--- config.mk ---
export PLATFORM = sky130hd
export DESIGN_NAME = adc_register_block_core
export DESIGN_NICKNAME = d
export VERILOG_FILES = /design/src/rtl/adcrb_pkg.sv /design/src/rtl/adc_register_block_core.sv /design/src/rtl/adcrb_ctrl.sv /design/src/rtl/adcrb_dp.sv
export SDC_FILE = /design/constraint.sdc
export NUM_CORES = 1
export LEC_CHECK = 0
export ABC_CLOCK_PERIOD_IN_PS = 7860
export BUFFER_PORTS_ARGS = -buffer_cell sky130_fd_sc_hd__buf_2
export CAP_MARGIN = 25
export CORE_UTILIZATION = 25
export DETAILED_ROUTE_END_ITERATION = 8
export PLACE_DENSITY_LB_ADDON = 0.08
export SLEW_MARGIN = 5
export SYNTH_ARGS = -nofsm -noshare
export SYNTH_HDL_FRONTEND = slang
export SYNTH_SLANG_ARGS = --single-unit
--- constraint.sdc ---
create_clock -name clk -period 7.86 [get_ports clk]
set_clock_uncertainty 0.2 [all_clocks]
set_input_delay 0.393 -clock clk [delete_from_list [all_inputs] [get_ports clk]]
set_output_delay 0.393 -clock clk [all_outputs]
set_load 0.01 [all_outputs]
--- src/rtl/adcrb_pkg.sv ---
// adcrb_pkg: shared types and constants for the A/D converter register block.
// Used by adcrb_ctrl, adcrb_dp and adc_register_block_core. No dependencies.
`timescale 1ns / 1ps

package adcrb_pkg;

  localparam int CHANNELS = 5;
  localparam int CH_W     = (CHANNELS > 1) ? $clog2(CHANNELS) : 1;

  // address decode: clock register pair and 32-byte block
  localparam logic [10:0] CLK_PAGE = 11'h290;  // 0x520 >> 1
  localparam logic [6:0]  BLK_PAGE = 7'h2a;    // 0x540 >> 5

  // block register indexes (address bits 4..1)
  localparam logic [3:0] REG_STD   = 4'h0;
  localparam logic [3:0] REG_TRIG  = 4'h1;
  localparam logic [3:0] REG_CTRL  = 4'h2;
  localparam logic [3:0] REG_FLAGS = 4'h3;
  localparam logic [3:0] REG_BUF0  = 4'h4;
  localparam logic [3:0] REG_UPPER = 4'hc;
  localparam logic [3:0] REG_LOWER = 4'hd;
  localparam logic [3:0] REG_IMASK = 4'he;
  localparam logic [3:0] REG_ADV   = 4'hf;

  // configuration register indexes
  localparam logic [1:0] CFG_CH0   = 2'd0;
  localparam logic [1:0] CFG_CH1   = 2'd1;
  localparam logic [1:0] CFG_CH2   = 2'd2;
  localparam logic [1:0] CFG_SPARE = 2'd3;

  localparam logic [9:0] CH0_RESET   = 10'd832;
  localparam logic [9:0] CH1_RESET   = 10'd502;
  localparam logic [9:0] CH2_RESET   = 10'd512;
  localparam logic [9:0] SPARE_RESET = 10'd512;

  localparam logic [15:0] CTRL_RESET = 16'h0310;
  localparam logic [4:0]  IMASK_RESET = 5'h1f;
  localparam logic [15:0] TRIG_WMASK = 16'h3f38;
  localparam logic [15:0] CTRL_WMASK = 16'hf376;
  localparam logic [15:0] LIM_WMASK  = 16'h03ff;
  localparam logic [15:0] IMASK_WMASK = 16'h001f;

  typedef enum logic [1:0] {
    S_IDLE,
    S_EXEC,
    S_SWEEP,
    S_RESP
  } state_t;

  typedef struct packed {
    logic load;   // capture input beat
    logic exec;   // perform the access
    logic step;   // convert one channel of the sweep
    logic emit;   // move result into output register
  } dp_cmd_t;

  typedef struct packed {
    logic sweep_go;    // access starts a non-empty sweep
    logic sweep_last;  // current channel is the last one
  } dp_stat_t;

endpackage

--- src/rtl/adc_register_block_core.sv ---
// adc_register_block_core: top level of the A/D converter register block.
// Instantiates adcrb_ctrl and adcrb_dp; depends on adcrb_pkg.
// Flow: an accepted beat passes EXEC, then SWEEP for N channels, then RESP, where
//   N = channels converted by a start write (0 for every other access).
// Beats run one at a time; the sweep converts one channel per cycle.
// Reset: sync active-low rst_n resets state registers; payload registers have none.
`timescale 1ns / 1ps

module adc_register_block_core
  import adcrb_pkg::*;
(
  input  logic        clk,
  input  logic        rst_n,
  // request channel: one bus access per beat
  input  logic        in_valid,
  output logic        in_ready,
  input  logic        in_op,
  input  logic [11:0] in_address,
  input  logic [2:0]  in_size,
  input  logic [15:0] in_write_data,
  // response channel: one beat per request
  output logic        out_valid,
  input  logic        out_ready,
  output logic [15:0] out_read_data,
  output logic        out_handled,
  // fixed-count configuration
  input  logic        cfg_we,
  input  logic [1:0]  cfg_index,
  input  logic [9:0]  cfg_data
);

  // Flow per beat:
  //   IDLE  - request captured into the datapath
  //   EXEC  - decode, register read/write, done-flag clears; a start write
  //           with enable and software trigger loads the sweep range here
  //   SWEEP - one channel per cycle: buffer <= fixed count, flags updated
  //   RESP  - result moved to the output register once it is free
  // The output register decouples the two sides, so a new request is taken
  // while the previous response still waits for out_ready.

  dp_cmd_t  cmd;
  dp_stat_t stat;

  adcrb_ctrl u_ctrl (
    .clk       (clk),
    .rst_n     (rst_n),
    .in_valid  (in_valid),
    .in_ready  (in_ready),
    .out_valid (out_valid),
    .out_ready (out_ready),
    .stat      (stat),
    .cmd       (cmd)
  );

  adcrb_dp u_dp (
    .clk           (clk),
    .rst_n         (rst_n),
    .cmd           (cmd),
    .stat          (stat),
    .in_op         (in_op),
    .in_address    (in_address),
    .in_size       (in_size),
    .in_write_data (in_write_data),
    .cfg_we        (cfg_we),
    .cfg_index     (cfg_index),
    .cfg_data      (cfg_data),
    .out_read_data (out_read_data),
    .out_handled   (out_handled)
  );

endmodule

--- src/rtl/adcrb_ctrl.sv ---
// adcrb_ctrl: sequencer for the A/D converter register block.
// Depends on adcrb_pkg; drives commands into adcrb_dp.
`timescale 1ns / 1ps

module adcrb_ctrl
  import adcrb_pkg::*;
(
  input  logic     clk,
  input  logic     rst_n,
  input  logic     in_valid,
  output logic     in_ready,
  output logic     out_valid,
  input  logic     out_ready,
  input  dp_stat_t stat,
  output dp_cmd_t  cmd
);

  state_t state_r, state_nxt;
  logic   out_valid_r, out_valid_nxt;

  always_ff @(posedge clk) begin
    if (!rst_n) begin
      state_r     <= S_IDLE;
      out_valid_r <= 1'b0;
    end else begin
      state_r     <= state_nxt;
      out_valid_r <= out_valid_nxt;
    end
  end

  always_comb begin
    state_nxt = state_r;
    cmd       = '0;
    in_ready  = 1'b0;
    unique case (state_r)
      S_IDLE: begin
        in_ready = 1'b1;
        if (in_valid) begin
          cmd.load  = 1'b1;
          state_nxt = S_EXEC;
        end
      end
      S_EXEC: begin
        cmd.exec  = 1'b1;
        state_nxt = stat.sweep_go ? S_SWEEP : S_RESP;
      end
      S_SWEEP: begin
        cmd.step = 1'b1;
        if (stat.sweep_last) state_nxt = S_RESP;
      end
      S_RESP: begin
        if (!out_valid_r || out_ready) begin
          cmd.emit  = 1'b1;
          state_nxt = S_IDLE;
        end
      end
      default: state_nxt = S_IDLE;
    endcase
    if (cmd.emit)       out_valid_nxt = 1'b1;
    else if (out_ready) out_valid_nxt = 1'b0;
    else                out_valid_nxt = out_valid_r;
  end

  assign out_valid = out_valid_r;

  // a pending result is never overwritten
  a_no_overwrite: assert property (@(posedge clk) disable iff (!rst_n)
    cmd.emit |-> (!out_valid_r || out_ready))
    else $error("result register overwritten");

  // an accepted beat is executed in the next cycle
  a_accept_exec: assert property (@(posedge clk) disable iff (!rst_n)
    (in_valid && in_ready) |=> (state_r == S_EXEC))
    else $error("accepted beat not executed");

  // the sweep ends on its last channel
  a_sweep_end: assert property (@(posedge clk) disable iff (!rst_n)
    (state_r == S_SWEEP && stat.sweep_last) |=> (state_r == S_RESP))
    else $error("sweep did not end");

endmodule

--- src/rtl/adcrb_dp.sv ---
// adcrb_dp: register file, access decode and channel sweep datapath.
// Depends on adcrb_pkg; sequenced by adcrb_ctrl.
`timescale 1ns / 1ps

module adcrb_dp
  import adcrb_pkg::*;
(
  input  logic        clk,
  input  logic        rst_n,
  input  dp_cmd_t     cmd,
  output dp_stat_t    stat,
  input  logic        in_op,
  input  logic [11:0] in_address,
  input  logic [2:0]  in_size,
  input  logic [15:0] in_write_data,
  input  logic        cfg_we,
  input  logic [1:0]  cfg_index,
  input  logic [9:0]  cfg_data,
  output logic [15:0] out_read_data,
  output logic        out_handled
);

  // captured access
  logic        op_r;
  logic [11:0] addr_r;
  logic [2:0]  size_r;
  logic [15:0] wd_r;

  // fixed conversion counts
  logic [9:0] ch0_cnt_r, ch1_cnt_r, ch2_cnt_r, spare_cnt_r;

  // architectural state
  logic [3:0]          clk_ctl_r,  clk_ctl_nxt;
  logic [15:0]         trig_r,     trig_nxt;
  logic [15:0]         ctrl_r,     ctrl_nxt;
  logic [9:0]          upper_r,    upper_nxt;
  logic [9:0]          lower_r,    lower_nxt;
  logic [4:0]          imask_r,    imask_nxt;
  logic                adv_r,      adv_nxt;
  logic [9:0]          buf_r [CHANNELS];
  logic [9:0]          buf_nxt [CHANNELS];
  logic [9:0]          std_res_r,  std_res_nxt;
  logic                std_done_r, std_done_nxt;
  logic                std_ovr_r,  std_ovr_nxt;
  logic [CHANNELS-1:0] ch_done_r,  ch_done_nxt;
  logic [CHANNELS-1:0] ch_ovr_r,   ch_ovr_nxt;

  // sweep position
  logic [2:0] ch_r, ch_nxt;
  logic [2:0] last_r, last_nxt;

  // result staging and output register
  logic [15:0] res_rd_r, res_rd_nxt;
  logic        res_hit_r, res_hit_nxt;
  logic [15:0] out_rd_r;
  logic        out_hit_r;

  // decode
  logic          odd_byte, clk_hit, blk_hit, buf_sel, sweep_trig;
  logic [15:0]   lanes, value, ctrl_merged, ovr_clr, blk_rdata;
  logic [15:0]   upper_wr, lower_wr, imask_wr;
  logic [3:0]    reg_idx, buf_off;
  logic [2:0]    first_ch, last_raw, last_ch;
  logic [CH_W-1:0] step_idx;

  function automatic logic [15:0] merge(input logic [15:0] old, input logic [15:0] val,
                                        input logic [15:0] mask);
    merge = (old & ~mask) | (val & mask);
  endfunction

  function automatic logic [9:0] fixed_count(input logic [2:0] ch,
      input logic [9:0] c0, input logic [9:0] c1, input logic [9:0] c2,
      input logic [9:0] cs);
    if (ch == 3'd0)      fixed_count = c0;
    else if (ch == 3'd1) fixed_count = c1;
    else if (ch == 3'd2) fixed_count = c2;
    else                 fixed_count = cs;
  endfunction

  assign odd_byte    = (size_r == 3'd1) && addr_r[0];
  assign lanes       = (size_r == 3'd1) ? (addr_r[0] ? 16'hff00 : 16'h00ff) : 16'hffff;
  assign value       = odd_byte ? {wd_r[7:0], 8'h00} : wd_r;
  assign clk_hit     = (addr_r[11:1] == CLK_PAGE);
  assign blk_hit     = (addr_r[11:5] == BLK_PAGE) && (size_r == 3'd1 || size_r == 3'd2);
  assign reg_idx     = addr_r[4:1];
  assign buf_off     = reg_idx - REG_BUF0;
  assign buf_sel     = ({1'b0, reg_idx} >= {1'b0, REG_BUF0}) &&
                       ({1'b0, reg_idx} < 5'(32'(REG_BUF0) + CHANNELS));
  assign ctrl_merged = merge(ctrl_r, value, CTRL_WMASK & lanes);
  assign upper_wr    = merge({6'd0, upper_r}, value, LIM_WMASK & lanes);
  assign lower_wr    = merge({6'd0, lower_r}, value, LIM_WMASK & lanes);
  assign imask_wr    = merge({11'd0, imask_r}, value, IMASK_WMASK & lanes);
  assign ovr_clr     = ~value & lanes;
  assign first_ch    = trig_r[10:8];
  assign last_raw    = trig_r[13:11];
  assign last_ch     = ({1'b0, last_raw} >= 4'(CHANNELS)) ? 3'(CHANNELS - 1) : last_raw;
  assign step_idx    = ch_r[CH_W-1:0];

  // software-triggered start with enable
  assign sweep_trig = op_r && blk_hit && (reg_idx == REG_CTRL) &&
                      ctrl_merged[1] && ctrl_merged[2] && (trig_r[4:3] == 2'b00);

  assign stat.sweep_go   = sweep_trig && (first_ch <= last_ch);
  assign stat.sweep_last = (ch_r == last_r);

  always_comb begin
    unique case (reg_idx)
      REG_STD:   blk_rdata = {6'd0, std_res_r};
      REG_TRIG:  blk_rdata = trig_r;
      REG_CTRL:  blk_rdata = (ctrl_r & CTRL_WMASK) | {12'd0, std_done_r, 2'b00, std_ovr_r};
      REG_FLAGS: blk_rdata = {8'(ch_ovr_r), 8'(ch_done_r)};
      REG_UPPER: blk_rdata = {6'd0, upper_r};
      REG_LOWER: blk_rdata = {6'd0, lower_r};
      REG_IMASK: blk_rdata = {11'd0, imask_r};
      REG_ADV:   blk_rdata = {7'd0, adv_r, 8'd0};
      default:   blk_rdata = buf_sel ? {6'd0, buf_r[buf_off[CH_W-1:0]]} : 16'd0;
    endcase
  end

  always_comb begin
    clk_ctl_nxt  = clk_ctl_r;
    trig_nxt     = trig_r;
    ctrl_nxt     = ctrl_r;
    upper_nxt    = upper_r;
    lower_nxt    = lower_r;
    imask_nxt    = imask_r;
    adv_nxt      = adv_r;
    buf_nxt      = buf_r;
    std_res_nxt  = std_res_r;
    std_done_nxt = std_done_r;
    std_ovr_nxt  = std_ovr_r;
    ch_done_nxt  = ch_done_r;
    ch_ovr_nxt   = ch_ovr_r;
    ch_nxt       = ch_r;
    last_nxt     = last_r;
    res_rd_nxt   = res_rd_r;
    res_hit_nxt  = res_hit_r;

    if (cmd.exec) begin
      res_rd_nxt  = 16'd0;
      res_hit_nxt = clk_hit || blk_hit;
      if (clk_hit) begin
        if (op_r) begin
          if (!odd_byte) clk_ctl_nxt = value[3:0];
        end else begin
          res_rd_nxt = odd_byte ? 16'd0 : {12'd0, clk_ctl_r};
        end
      end else if (blk_hit) begin
        if (op_r) begin
          unique case (reg_idx)
            REG_TRIG: trig_nxt = merge(trig_r, value, TRIG_WMASK & lanes);
            REG_CTRL: begin
              ctrl_nxt = ctrl_merged;
              if (sweep_trig && !trig_r[5]) ctrl_nxt[1] = 1'b0;  // single mode
              if (lanes[0] && !value[0]) std_ovr_nxt = 1'b0;
            end
            REG_FLAGS: ch_ovr_nxt = ch_ovr_r & ~ovr_clr[8 +: CHANNELS];
            REG_UPPER: upper_nxt = upper_wr[9:0];
            REG_LOWER: lower_nxt = lower_wr[9:0];
            REG_IMASK: imask_nxt = imask_wr[4:0];
            REG_ADV:   if (lanes[8]) adv_nxt = value[8];
            default:   ;
          endcase
        end else begin
          res_rd_nxt = odd_byte ? {8'd0, blk_rdata[15:8]} : blk_rdata;
          if (buf_sel)                 ch_done_nxt[buf_off[CH_W-1:0]] = 1'b0;
          else if (reg_idx == REG_STD) std_done_nxt = 1'b0;
        end
      end
      ch_nxt   = first_ch;
      last_nxt = last_ch;
    end

    if (cmd.step) begin
      buf_nxt[step_idx]     = fixed_count(ch_r, ch0_cnt_r, ch1_cnt_r, ch2_cnt_r, spare_cnt_r);
      std_res_nxt           = buf_nxt[step_idx];
      std_ovr_nxt           = std_ovr_r | std_done_r;
      std_done_nxt          = 1'b1;
      ch_ovr_nxt[step_idx]  = ch_ovr_r[step_idx] | ch_done_r[step_idx];
      ch_done_nxt[step_idx] = 1'b1;
      ch_nxt                = ch_r + 3'd1;
    end
  end

  always_ff @(posedge clk) begin
    if (!rst_n) begin
      ch0_cnt_r   <= CH0_RESET;
      ch1_cnt_r   <= CH1_RESET;
      ch2_cnt_r   <= CH2_RESET;
      spare_cnt_r <= SPARE_RESET;
    end else if (cfg_we) begin
      unique case (cfg_index)
        CFG_CH0:   ch0_cnt_r   <= cfg_data;
        CFG_CH1:   ch1_cnt_r   <= cfg_data;
        CFG_CH2:   ch2_cnt_r   <= cfg_data;
        CFG_SPARE: spare_cnt_r <= cfg_data;
        default:   ;
      endcase
    end
  end

  always_ff @(posedge clk) begin
    if (!rst_n) begin
      clk_ctl_r  <= '0;
      trig_r     <= '0;
      ctrl_r     <= CTRL_RESET;
      upper_r    <= '0;
      lower_r    <= '0;
      imask_r    <= IMASK_RESET;
      adv_r      <= 1'b0;
      buf_r      <= '{default: '0};
      std_res_r  <= '0;
      std_done_r <= 1'b0;
      std_ovr_r  <= 1'b0;
      ch_done_r  <= '0;
      ch_ovr_r   <= '0;
    end else begin
      clk_ctl_r  <= clk_ctl_nxt;
      trig_r     <= trig_nxt;
      ctrl_r     <= ctrl_nxt;
      upper_r    <= upper_nxt;
      lower_r    <= lower_nxt;
      imask_r    <= imask_nxt;
      adv_r      <= adv_nxt;
      buf_r      <= buf_nxt;
      std_res_r  <= std_res_nxt;
      std_done_r <= std_done_nxt;
      std_ovr_r  <= std_ovr_nxt;
      ch_done_r  <= ch_done_nxt;
      ch_ovr_r   <= ch_ovr_nxt;
    end
  end

  // payload registers, no reset
  always_ff @(posedge clk) begin
    if (cmd.load) begin
      op_r   <= in_op;
      addr_r <= in_address;
      size_r <= in_size;
      wd_r   <= in_write_data;
    end
    ch_r      <= ch_nxt;
    last_r    <= last_nxt;
    res_rd_r  <= res_rd_nxt;
    res_hit_r <= res_hit_nxt;
    if (cmd.emit) begin
      out_rd_r  <= res_rd_r;
      out_hit_r <= res_hit_r;
    end
  end

  assign out_read_data = out_rd_r;
  assign out_handled   = out_hit_r;

endmodule
==> impl_metrics.json <==
{
  "final.setup.tns_ns": 0,
  "outcome": "finished clean",
  "avgSynthCellArea_um2": 9.98,
  "grt_max_degree": 105,
  "synthesis.area_um2": 10800,
  "finalHoldViolCount": 0,
  "maxSlewHeadroom_pct": 35.1,
  "fmax_mhz": 294,
  "fill_cells": 4387,
  "period_share_pct": 43.3,
  "clock_path_buffers": 3,
  "ys_ff_latch": 237,
  "rrSetupSlack_ns": 4.46,
  "cap_violations": 0,
  "yosysWarnings": 0,
  "crit_type": "flip-flop to flip-flop",
  "worstHoldStart": "rst_n",
  "synth_top_area_share_pct": 30.6,
  "place.gp.congestion": 0.784,
  "synth_area_leader_cell": "dfxtp_1",
  "crit_fanout": 11,
  "ir_drop_mv": 0.153,
  "antenna_left": 0,
  "diodes": 0,
  "worstPathCellList": "clkinv_1 > ha_1 > o21bai_1 > nand2_1 > a21oi_1 > mux2i_1 > nor2b_1",
  "crit_slowest_cell": "o21bai_1",
  "pre_cts_ws_ns": 4.43,
  "insertion_delay_ns": 0.57,
  "grt_first_pass_wirelength_mm": 53.1,
  "holdPathStages": 2,
  "cts_made_buffers": 30,
  "coreArea_um2": 42200,
  "portBuffers": 67,
  "fp.dieH_um": 210,
  "cts.clk_slew.worst_paths_ns": 0.06,
  "synth_cell_types": 78,
  "r2r_start": "u_dp.ch_r[0]$_DFFE_PN_",
  "yosysSeqAreaShare_pct": 50.7,
  "numClockSinks": 237,
  "antenna_found_initial": 0,
  "r2r_cells": 7,
  "clock-root-buffer": "clkbuf_16",
  "synth_edf_count": 72,
  "rows": 75,
  "crit_path_start_kind": "flip-flop",
  "critPathBufInv": 1,
  "initial_core_util_pct": 25.5,
  "path_delay_family": "compound AO/OA/AOI/OAI gates",
  "vias": 8204,
  "avgRoutedWirePerCell_um": 20.4,
  "p_leak_nw": 4.88,
  "finalSetupViolations": 0,
  "critPathRequiredTime_ns": 8.15,
  "dieWidth_um": 210,
  "fp.dieArea_um2": 44000,
  "r2r-end": "u_dp.buf_r[30]$_SDFFE_PN0P_",
  "ys_top_cells_by_area": "dfxtp_1 (31%), edfxtp_1 (20%), nand2_1 (7.6%)",
  "drive_gt1_share_pct": 15.2,
  "hp-class": "input pin to flip-flop",
  "worst_pin_slew_ns": 0.973,
  "postSynthCellCount": 1080,
  "power_per_cell_area_nw_per_um2": 296,
  "cp.arrival_ns": 3.69,
  "synthTopCellsByCount": "nand2_1 (219), dfxtp_1 (165), nor2b_1 (79)",
  "nNetsFinal": 1229,
  "hpwlAfterDp_mm": 24.1,
  "final_max_slew_viol_count": 0,
  "synthFlopType": "dfxtp_1",
  "ios": 68,
  "vias_per_cell": 4.74,
  "htreeDepth": 1,
  "syn-num-nets": 1140,
  "period_minus_slack_ns": 3.40,
  "firstDrtPassIters": 5,
  "drc_errors": 0,
  "cpPeakStageDelay_ns": 0.68,
  "routed_wl_mm": 35.3,
  "grt_setup_unrepaired": "false",
  "setup_ws_ns": 4.46,
  "first_iter_violations": 520,
  "crit_path_end_kind": "flip-flop",
  "synthArstFlopShare_pct": 0,
  "cts_tree": "built",
  "overflow": 0,
  "area_growth_pct": 21.4,
  "cts.repair.resized": 0,
  "grt_pass1_vias": 8008,
  "grt_usage_pct": 16.0,
  "yosysMostFrequentCell": "nand2_1"
}
how the worst max path moves through the flow:
stage	startpoint	end	slack [ns]	cells past startpoint
after floorplan	u_ctrl.state_r[1]$_SDFFE_PN0P_	flip-flop	5.32	7
after global placement	u_dp.ch_r[0]$_DFFE_PN_	u_dp.buf_r[30]$_SDFFE_PN0P_	4.55	7
after detailed placement	u_dp.ch_r[0]$_DFFE_PN_	u_dp.buf_r[36]$_SDFFE_PN0P_	4.43	7
after CTS	u_dp.ch_r[0]$_DFFE_PN_	u_dp.buf_r[36]$_SDFFE_PN0P_	4.40	7
after global routing	u_dp.ch_r[0]$_DFFE_PN_	u_dp.buf_r[40]$_SDFFE_PN0P_	3.99	7
final	u_dp.ch_r[0]$_DFFE_PN_	u_dp.buf_r[30]$_SDFFE_PN0P_	4.46	7
cell families (layout without fill, tap and decap cells):
family,Yosys count,in the layout,share of synthesized area (%)
xor gates and xnor gates,5,5,0.406
and+or+nand+nor,436,436,20.5
DFF,237,237,50.7
muxes,88,88,9.48
AOI/OAI and AO/OA,223,223,14.5
adders and majority gates,11,11,1.28
buffers and inverters,80,191,3.17
per-stage QoR:
step / utilization (%) / instance area, um2 / hold WS, ns / std cells / power [mW]
6_report: 31.0 / 13100 / 0.138 / 1730 / 3.87
5_1_grt: 31.0 / 13100 / 0.153 / 1730 / 4.08
4_1_cts: 31.0 / 13100 / 0.106 / 1729 / 3.93
3_5_place_dp: 27.6 / 11600 / 0.205 / 1632 / 2.48
2_1_floorplan: - / 10800 / 0.200 / 1080 / 2.11
3_3_place_gp: 27.5 / 11600 / 0.205 / 1631 / 2.49
cell usage in the layout, fill, tap and decap left out, types with 11 or more instances in the layout:
cell type / n
a21oi_1: 49
clkbuf_16: 31
dlygate4sd3_1: 43
buf_2: 66
nand3_1: 28
mux2i_1: 65
nor2b_1: 79
buf_4: 16
a21o_1: 14
mux2_2: 13
dfxtp_1: 165
o21ai_0: 16
nor2_1: 30
nand2_1: 219
ha_1: 11
nand3b_1: 11
edfxtp_1: 72
a21boi_0: 78
layer usage:
layer	GRT usage [%]	share of wire, %	vias to the layer above
met4	3.90	1.8	0
met1	23.6	50	4005
li1	-	-	3996
met3	2.44	4.5	43
met2	24.3	44	160
met5	0	0	-
what timing repair did:
action | 4_1_cts | 5_1_grt
buffers inserted | 0 | 0
endpoints found under the hold margin | 73 | 0
hold buffers | 43 | 0
final cells by class:
| cell class | count | area (um2) | area share, % |
|---|---|---|---|
| sequential | 237 | 5470 | 41.8 |
| clock buffer | 41 | 863 | 6.60 |
| inverter | 11 | 41.3 | 0.316 |
| tap | 539 | 674 | 5.15 |
| timing repair buffer | 126 | 895 | 6.84 |
| multi-input combinational | 763 | 5000 | 38.2 |
| clock inverter | 13 | 143 | 1.09 |
power breakdown:
group | internal, mW | leakage, nW | switching [mW]
clock | 0.859 | 0.495 | 0.549
sequential | 1.43 | 2.02 | 0.104
combinational | 0.292 | 2.37 | 0.637
total | 2.58 | 4.88 | 1.29
Note: power is estimated with default switching activity, not from simulation.
